<file path="src/hdl/jded_pkg.sv">
// Shared types and constants of the joint distance extremum detector.
package jded_pkg;

    // Field widths
    localparam int COORD_BITS       = 12;
    localparam int FRAME_INDEX_BITS = 16;
    localparam int SQ_BITS          = 2 * COORD_BITS;
    localparam int DIST_BITS        = SQ_BITS + 1;

    // Sliding window of past distances and the judging rule
    localparam int WINDOW_DEPTH  = 4;
    localparam int JUDGE_MIN     = 4;   // frames needed before the first judgment
    localparam int CENTER_OFFSET = 2;   // judged frame sits two places back

    // Default depth of the queue between front and back
    localparam int QUEUE_DEPTH = 4;

    // Input item: two keypoints and the sequence start flag
    typedef struct packed {
        logic [COORD_BITS-1:0] first_x;
        logic [COORD_BITS-1:0] first_y;
        logic [COORD_BITS-1:0] second_x;
        logic [COORD_BITS-1:0] second_y;
        logic                  start_sequence;
    } jded_in_t;

    // Result item: one detected extremum
    typedef struct packed {
        logic [FRAME_INDEX_BITS-1:0] frame_index;
        logic                        is_peak;
        logic [DIST_BITS-1:0]        distance_squared;
    } jded_out_t;

    // Queue entry: the two squared axis differences of one frame
    typedef struct packed {
        logic [SQ_BITS-1:0] sq_x;
        logic [SQ_BITS-1:0] sq_y;
        logic               start_sequence;
    } jded_sq_t;

endpackage

</file>
<file path="src/hdl/joint_distance_extremum_detector_unit.sv">
// Top level of the joint distance extremum detector.
//
// Takes one frame (two keypoints) per cycle and reports frames whose squared
// keypoint distance is a strict maximum or minimum of the five-frame window
// centered on it. A frame is judged when the second frame after it arrives,
// so frames 0 and 1 and the last two of a sequence are never reported;
// start_sequence clears the window and restarts the frame count. The frame
// counter saturates and reporting stops once it does. Sustained rate is one
// item per cycle while each result is taken at once. A result passes through
// the front square register, the queue and the result register, in order.
// The queue (QUEUE_DEPTH entries) plus the front register absorb up to
// QUEUE_DEPTH + 1 items of back-pressure while a result waits to be taken.
module joint_distance_extremum_detector_unit #(
    parameter int QUEUE_DEPTH = jded_pkg::QUEUE_DEPTH
) (
    input  logic                aclk,
    input  logic                aresetn,
    input  logic                s_valid,
    output logic                s_ready,
    input  jded_pkg::jded_in_t  s_data,
    output logic                m_valid,
    input  logic                m_ready,
    output jded_pkg::jded_out_t m_data
);
    import jded_pkg::*;

    logic     push, q_full, pop, q_not_empty;
    jded_sq_t push_data, q_head;

    jded_front u_front (
        .aclk      (aclk),
        .aresetn   (aresetn),
        .s_valid   (s_valid),
        .s_ready   (s_ready),
        .s_data    (s_data),
        .push      (push),
        .push_data (push_data),
        .q_full    (q_full)
    );

    jded_queue #(
        .DEPTH (QUEUE_DEPTH)
    ) u_queue (
        .aclk      (aclk),
        .aresetn   (aresetn),
        .push      (push),
        .push_data (push_data),
        .full      (q_full),
        .pop       (pop),
        .not_empty (q_not_empty),
        .head      (q_head)
    );

    jded_back u_back (
        .aclk        (aclk),
        .aresetn     (aresetn),
        .q_not_empty (q_not_empty),
        .q_head      (q_head),
        .pop         (pop),
        .m_valid     (m_valid),
        .m_ready     (m_ready),
        .m_data      (m_data)
    );

endmodule

</file>
<file path="src/hdl/jded_front.sv">
// Front part: accepts frames and squares the axis differences.
module jded_front (
    input  logic              aclk,
    input  logic              aresetn,
    input  logic              s_valid,
    output logic              s_ready,
    input  jded_pkg::jded_in_t s_data,
    output logic              push,
    output jded_pkg::jded_sq_t push_data,
    input  logic              q_full
);
    import jded_pkg::*;

    logic                  valid_reg, valid_next;
    jded_sq_t              sq_reg, sq_next;
    logic [COORD_BITS-1:0] dx, dy;
    logic                  s_fire;

    // Stage is free when empty or when its item moves into the queue
    assign push    = valid_reg && !q_full;
    assign s_ready = !valid_reg || !q_full;
    assign s_fire  = s_valid && s_ready;
    assign push_data = sq_reg;

    // Absolute axis differences and their squares
    always_comb begin
        dx = (s_data.first_x >= s_data.second_x) ? (s_data.first_x - s_data.second_x)
                                                 : (s_data.second_x - s_data.first_x);
        dy = (s_data.first_y >= s_data.second_y) ? (s_data.first_y - s_data.second_y)
                                                 : (s_data.second_y - s_data.first_y);
        sq_next.sq_x = SQ_BITS'(dx) * SQ_BITS'(dx);
        sq_next.sq_y = SQ_BITS'(dy) * SQ_BITS'(dy);
        sq_next.start_sequence = s_data.start_sequence;
    end

    always_comb begin
        valid_next = valid_reg;
        if (s_fire) begin
            valid_next = 1'b1;
        end else if (push) begin
            valid_next = 1'b0;
        end
    end

    always_ff @(posedge aclk) begin
        if (!aresetn) begin
            valid_reg <= 1'b0;
        end else begin
            valid_reg <= valid_next;
        end
    end

    always_ff @(posedge aclk) begin
        if (s_fire) begin
            sq_reg <= sq_next;
        end
    end

endmodule

</file>
<file path="src/hdl/jded_queue.sv">
// Short first-in first-out queue between the front and back parts.
module jded_queue #(
    parameter int DEPTH = jded_pkg::QUEUE_DEPTH
) (
    input  logic               aclk,
    input  logic               aresetn,
    input  logic               push,
    input  jded_pkg::jded_sq_t push_data,
    output logic               full,
    input  logic               pop,
    output logic               not_empty,
    output jded_pkg::jded_sq_t head
);
    import jded_pkg::*;

    localparam int PTR_BITS = (DEPTH > 1) ? $clog2(DEPTH) : 1;
    localparam int CNT_BITS = $clog2(DEPTH + 1);

    jded_sq_t              entry_reg [DEPTH];
    logic [PTR_BITS-1:0]   wr_ptr_reg, wr_ptr_next;
    logic [PTR_BITS-1:0]   rd_ptr_reg, rd_ptr_next;
    logic [CNT_BITS-1:0]   count_reg, count_next;
    logic                  do_push, do_pop;

    assign full      = (count_reg == CNT_BITS'(DEPTH));
    assign not_empty = (count_reg != '0);
    assign head      = entry_reg[rd_ptr_reg];
    assign do_push   = push && !full;
    assign do_pop    = pop && not_empty;

    // Pointer wrap and fill count
    always_comb begin
        wr_ptr_next = wr_ptr_reg;
        rd_ptr_next = rd_ptr_reg;
        count_next  = count_reg;
        if (do_push) begin
            wr_ptr_next = (wr_ptr_reg == PTR_BITS'(DEPTH - 1)) ? '0 : wr_ptr_reg + 1'b1;
        end
        if (do_pop) begin
            rd_ptr_next = (rd_ptr_reg == PTR_BITS'(DEPTH - 1)) ? '0 : rd_ptr_reg + 1'b1;
        end
        if (do_push && !do_pop) begin
            count_next = count_reg + 1'b1;
        end else if (do_pop && !do_push) begin
            count_next = count_reg - 1'b1;
        end
    end

    always_ff @(posedge aclk) begin
        if (!aresetn) begin
            wr_ptr_reg <= '0;
            rd_ptr_reg <= '0;
            count_reg  <= '0;
        end else begin
            wr_ptr_reg <= wr_ptr_next;
            rd_ptr_reg <= rd_ptr_next;
            count_reg  <= count_next;
        end
    end

    always_ff @(posedge aclk) begin
        if (do_push) begin
            entry_reg[wr_ptr_reg] <= push_data;
        end
    end

endmodule

</file>
<file path="src/hdl/jded_back.sv">
// Back part: distance window, frame counter, extremum test and result register.
module jded_back (
    input  logic               aclk,
    input  logic               aresetn,
    input  logic               q_not_empty,
    input  jded_pkg::jded_sq_t q_head,
    output logic               pop,
    output logic               m_valid,
    input  logic               m_ready,
    output jded_pkg::jded_out_t m_data
);
    import jded_pkg::*;

    logic [DIST_BITS-1:0]        window_reg [WINDOW_DEPTH];
    logic [DIST_BITS-1:0]        window_next [WINDOW_DEPTH];
    logic [DIST_BITS-1:0]        base [WINDOW_DEPTH];
    logic [FRAME_INDEX_BITS-1:0] counter_reg, counter_next, counter_base;
    logic                        m_valid_reg, m_valid_next;
    jded_out_t                   m_data_reg, m_data_next;
    logic [DIST_BITS-1:0]        new_dist, c;
    logic                        judged, peak, valley;

    assign m_valid = m_valid_reg;
    assign m_data  = m_data_reg;
    assign pop     = q_not_empty && (!m_valid_reg || m_ready);

    // Distance of the new frame and the window as seen after a possible start
    always_comb begin
        new_dist = DIST_BITS'(q_head.sq_x) + DIST_BITS'(q_head.sq_y);
        for (int i = 0; i < WINDOW_DEPTH; i++) begin
            base[i] = q_head.start_sequence ? '0 : window_reg[i];
        end
        counter_base = q_head.start_sequence ? '0 : counter_reg;
    end

    // Strict extremum test on the frame two places back
    always_comb begin
        c      = base[CENTER_OFFSET];
        judged = (counter_base >= FRAME_INDEX_BITS'(JUDGE_MIN)) && (counter_base != '1);
        peak   = (c > base[0]) && (c > base[1]) && (c > base[3]) && (c > new_dist);
        valley = (c < base[0]) && (c < base[1]) && (c < base[3]) && (c < new_dist);
        m_data_next.frame_index      = counter_base - FRAME_INDEX_BITS'(CENTER_OFFSET);
        m_data_next.is_peak          = peak;
        m_data_next.distance_squared = c;
    end

    // Window shift, saturating counter and result register update
    always_comb begin
        for (int i = 0; i < WINDOW_DEPTH; i++) begin
            window_next[i] = window_reg[i];
        end
        counter_next = counter_reg;
        m_valid_next = m_valid_reg && !m_ready;
        if (pop) begin
            for (int i = 0; i < WINDOW_DEPTH - 1; i++) begin
                window_next[i] = base[i + 1];
            end
            window_next[WINDOW_DEPTH-1] = new_dist;
            counter_next = (counter_base == '1) ? counter_base : counter_base + 1'b1;
            m_valid_next = judged && (peak || valley);
        end
    end

    always_ff @(posedge aclk) begin
        if (!aresetn) begin
            for (int i = 0; i < WINDOW_DEPTH; i++) begin
                window_reg[i] <= '0;
            end
            counter_reg <= '0;
            m_valid_reg <= 1'b0;
        end else begin
            for (int i = 0; i < WINDOW_DEPTH; i++) begin
                window_reg[i] <= window_next[i];
            end
            counter_reg <= counter_next;
            m_valid_reg <= m_valid_next;
        end
    end

    always_ff @(posedge aclk) begin
        if (pop) begin
            m_data_reg <= m_data_next;
        end
    end

endmodule
</file>
<file path="config.mk">
export PLATFORM = sky130hd
export DESIGN_NAME = joint_distance_extremum_detector_unit
export DESIGN_NICKNAME = d
export VERILOG_FILES = /design/src/hdl/jded_pkg.sv /design/src/hdl/joint_distance_extremum_detector_unit.sv /design/src/hdl/jded_front.sv /design/src/hdl/jded_queue.sv /design/src/hdl/jded_back.sv
export SDC_FILE = /design/constraint.sdc
export NUM_CORES = 1
export LEC_CHECK = 0
export ABC_AREA = 1
export BUFFER_PORTS_ARGS = -buffer_cell sky130_fd_sc_hd__buf_2
export CAP_MARGIN = 40
export CORE_UTILIZATION = 25
export CTS_CLUSTER_DIAMETER = 200
export DETAILED_ROUTE_END_ITERATION = 6
export PLACE_DENSITY_LB_ADDON = 0.3
export SKIP_LAST_GASP = 1
export SYNTH_ARGS = -nofsm -noshare
export SYNTH_HDL_FRONTEND = slang
export SYNTH_HIERARCHICAL = 1
export SYNTH_SLANG_ARGS = --single-unit
export TNS_END_PERCENT = 20
</file>
<file path="constraint.sdc">
create_clock -name aclk -period 7.96 [get_ports aclk]
set_input_delay 0.398 -clock aclk [delete_from_list [all_inputs] [get_ports aclk]]
set_output_delay 0.398 -clock aclk [all_outputs]
set_load 0.005 [all_outputs]
</file>
# ---- After elaboration in Yosys (flattened, before gate mapping)
# Memory sizes are Yosys's and may differ from the RTL's. A register that Yosys moved wholly into a read port is not among the register bits.
# Cells that the tools add are included.
dict set report word_totals {
  regBits 116
  memories 2
  elab_cells 101
  in_bits 53
  out_inout_bits 44
  ramBits 296
}
# memory words word_bits rd rd_ports_with_merged_regs wr line_no
set mem_list {}
lappend mem_list {u_queue.entry_reg 4 49 1 1 1 jded_queue.sv:19} ;# jded_sq_t entry_reg [DEPTH];
lappend mem_list {u_back.window_reg 4 25 4 0 4 jded_back.sv:14} ;# logic [DIST_BITS-1:0] window_reg [WINDOW_DEPTH];
dict set report op_classes {
  n_lt_le_gt_ge 11
  n_addsub 11
  eq_ne 5
  reduce_logical 28
  n_mul 2
  muxes 26
  bitwise_logic 4
}
# operator n
set ops {}
lappend ops {{two-way mux 25 bit} 8}
lappend ops {{> comparator 25 bit} 4}
lappend ops {{less-than comparator 25 bit} 4}
lappend ops {{two-way mux 100 bit} 1}
lappend ops {{multiplier 12 x 12 -> 24 bit} 2}
lappend ops {{subtractor 12 bit} 4}
lappend ops {{two-way mux 16 bit} 2}
lappend ops {{adder 24 x 24 -> 25 bit} 1}
lappend ops {{greater-or-equal comparator 12 bit} 2}
lappend ops {{two-way mux 12 bit} 2}
lappend ops {{adder 16 x 1 -> 16 bit (second input constant)} 1}
lappend ops {{equality test 16 bit (second input constant)} 1}
lappend ops {{greater-or-equal comparator 16 x 3 -> 1 bit (second input constant)} 1}
lappend ops {{logical AND 1 bit} 16}
lappend ops {{!= test 16 bit (second input constant)} 1}
lappend ops {{subtractor 16 x 2 -> 16 bit (second input constant)} 1}
lappend ops {{two-way mux 2 bit} 4}
lappend ops {{two-way mux 1 bit} 7}
lappend ops {{logical NOT 1 bit} 6}
lappend ops {{two-way mux 3 bit} 2}
lappend ops {{adder 2 x 1 -> 2 bit (second input constant)} 2}
lappend ops {{equality test 2 bit (second input constant)} 2}
lappend ops {{OR 1 bit} 4}
lappend ops {{nonzero test 2 bit} 2}
lappend ops {{5 further kinds} 7}

# ---- Longest topological paths before layout
dict set report logic_depth {
  depth_word 8
  depth_mapped 37
  mapped_depth_nobuf 36
}

# ---- Cells and area by module
# The synthesis kept the hierarchy.
# module n_inst seq_area_each_um2 cells_each area_per_inst_um2
set modules_own_cells {}
lappend modules_own_cells {jded_front 1 1431.4 1722 12773.5}
lappend modules_own_cells {jded_back 1 3603.5 1415 10428.8}
lappend modules_own_cells {jded_queue 1 6065.8 545 7753.7}

# ---- Least setup slack after synthesis
# OpenSTA, ideal clock, no wires.
dict set report synth_timing {
  path_type {input -> register}
  start {in s_data[25] (netlist name)}
  end {reg u_front.sq_reg, in the netlist u_front/push_data[24] (data pin)}
  t_required_ns 7.708
  path_buffers 1
  stages 33
  arrival_ns 5.997
  slack_ns 1.710
  setup_ns 0.252
  cell_sequence {inv_1 ha_1 inv_1 fa_1 inv_1 nor2_1 nor2_1 nand2_1 nand2_1 nand3_2 buf_4 o21ai_0 nand2_1 inv_1 nand2_1 fa_1 inv_1 fa_1 fa_1 fa_1 inv_1 fa_1 inv_1 ha_1 a21oi_1 a21boi_0 nand2_1 nand3_1 nand2_1 nor2_1 inv_1 nand2_1 nand2_1}
}
# element line_no
set synth_lines {}
lappend synth_lines {{start: declaration} joint_distance_extremum_detector_unit.sv:20} ;# input jded_pkg::jded_in_t s_data,
lappend synth_lines {{end signal: assignment} jded_front.sv:55} ;# sq_reg <= sq_next;
lappend synth_lines {{end: declaration} jded_front.sv:15} ;# jded_sq_t sq_reg, sq_next;

==> results.ini <==
[clock_tree]
path_clk_slew_ps=60
clkLatencyLatePin_ps=610
cts_made_buffers=48
numClockSinks=412
post_cts_buffers=0
htree_levels=2
cts-resized-gates=0
clock_path_buffers=3
ctsHoldBuffers=0
cts_tree=done
cts-root-buf=clkbuf_16

[timing]
drv_slew=0
rsz0062_at_grt=false
period_share=0.815
skew_ps=49.5
setup_viol=0
finalHoldViolations=0
max_freq_ghz=0.154
fin_tns_setup_ps=0
period_minus_slack_ps=6480
max_slew.worst_pin.slew_ps=827
slew-limit-headroom=0.449
postLayoutSetupSlackWorst_ps=1480

[outcome]
status=finished, final reports clean

[placement]
place_congestion=0.839
dpl.hpwl_um=56000
dp_slack_ps=826
numPortBuffers=96

[layout]
layout_common_cells=714 x nand2_1, 617 x inv_1, 432 x nor2_1
area_delta_synth_final_pct=12.9
drive_gt1_frac=0.0815
final_nets=4269
layout_commonest_cell=nand2_1
largest_register_ffs=196
diodes=0
final_util=0.286

[synth]
synth_area_mm2=0.0310
synth.avg_cell_area_um2=8.41
ys_ff_latch=412
yosysSeqAreaShare=0.359
postSynthCellCount=3682
ys_types=58
yosysWarnings=6

[floorplanning]
fp.coreArea_mm2=0.122
rows=128
dieArea_mm2=0.125
io_pins=97
start_util=0.253
die_y_um=354
die_w_um=354

[detailed_routing]
routed_via_density=4.29
route.vias.total=23242
ant_nets=0
wl_per_cell_um=13.7
drt_first_pass_iters=5
wl_um=74400
drtIter0Drc=1143
drc=0

[worst_setup_path]
crit_required_ps=8320
crit_type=in2reg
cp-end-kind=register
startpoint_type=input port
crit_slowest_cell=fa_1
arrival_ps=6850
slowest_delay_ps=540
critPathMaxFanout=12

[global_route]
antenna_found_initial=1
grt_pass1_wl_um=122000
grt_overflow=0
grt_pass1_vias=22978
grt_max_degree=99
grt.total_usage=0.119

[job]
maxCapViolCount=0

[worst_hold_path]
hold_path.class=in2reg

metrics by stage:
step	hold WS, ps	cells	instance area, µm²
final	137	5418	34900
after global routing	100	5418	34900
after CTS	83.0	5418	34900
after detailed placement	449	5328	33200
after global placement	442	5325	33100
after floorplan	430	3683	31000
cells in the mapped netlist (all sizes together):
| cell | count | area share |
|---|---|---|
| a22oi | 1 | 0.00024 |
| a21o | 17 | 0.0041 |
| o22ai | 51 | 0.010 |
| conb | 1 | 0.00012 |
| ha | 292 | 0.12 |
| o211ai | 7 | 0.0017 |
| a21oi | 186 | 0.030 |
| a31oi | 3 | 0.00061 |
| nor3 | 24 | 0.0045 |
| nand2 | 739 | 0.092 |
| inv | 638 | 0.078 |
| clkbuf | 52 | 0.0067 |
| a211oi | 3 | 0.00089 |
| a221oi | 2 | 0.00057 |
| nor4 | 10 | 0.0022 |
| buf | 50 | 0.012 |
| nor3b | 4 | 0.0016 |
| a21boi | 4 | 0.00097 |
| nand4 | 34 | 0.0071 |
| nand3b | 5 | 0.0012 |
| dfxtp | 127 | 0.082 |
| o21a | 2 | 0.00048 |
| o21ai | 256 | 0.042 |
| fa | 171 | 0.11 |
| xnor2 | 27 | 0.0076 |
| nor2 | 472 | 0.062 |
| o21bai | 14 | 0.0035 |
| and2 | 10 | 0.0020 |
| nand3 | 126 | 0.021 |
| xor2 | 63 | 0.018 |
| or2 | 3 | 0.00061 |
| clkinv | 1 | 0.00012 |
| and3 | 1 | 0.00020 |
| edfxtp | 285 | 0.28 |
| a31o | 1 | 0.00028 |
routing by layer:
metal	wire length, µm	share of wire	vias to the layer above	track usage
li1	-	-	11996	-
met4	1320	0.018	0	0.0268
met5	0	0	-	0
met3	2250	0.030	67	0.0119
met1	36200	0.49	10829	0.162
met2	34600	0.46	350	0.201
final timing paths:
path / start / endpoint / slack [ps] / cells after the start
worst max-delay path: s_data[25] / u_front/push_data[24]$_DFFE_PP_ / 1480 / 34
worst min-delay path: s_data[0] / u_front/push_data[0]$_DFFE_PP_ / 140 / 1
worst max register to register: register / u_back/m_valid$_SDFF_PN0_ / 3090 / 25
worst min register to register: u_back/window_reg[1][0]$_SDFFE_PN0P_ / u_back/window_reg[1][0]$_SDFFE_PN0P_ / 460 / 2
logic make-up (layout without fill, tap and decap cells):
group,count (synthesis),after routing,synth area share
fa+ha+maj,463,463,0.229
compound gates,547,547,0.0954
flops,412,412,0.359
other cells,1,2,0.000121
simple gates,1428,1428,0.195
buf+inv,741,851,0.0965
xor+xnor,90,90,0.0255
cell type report:
class	count	area [µm²]
well taps	1625	2030
fillers	13220	87400
clock buffers	55	1240
inverters	639	2410
flip-flops and latches	412	11100
repair buffers	122	736
multi-input cells	2530	16900
clock inverters	35	502
critical path, delay by kind of cell:
family / cells / cell delay [ps]
AO/OA/AOI/OAI: 2 / 440
adder cells (fa/ha/maj): 8 / 3440
buffers and inverters: 10 / 760
AND/OR/NAND/NOR: 14 / 1780
Power is left out: the tool's default activity adds up to more than one toggle a clock period on the data nets, which glitch-free logic cannot reach.
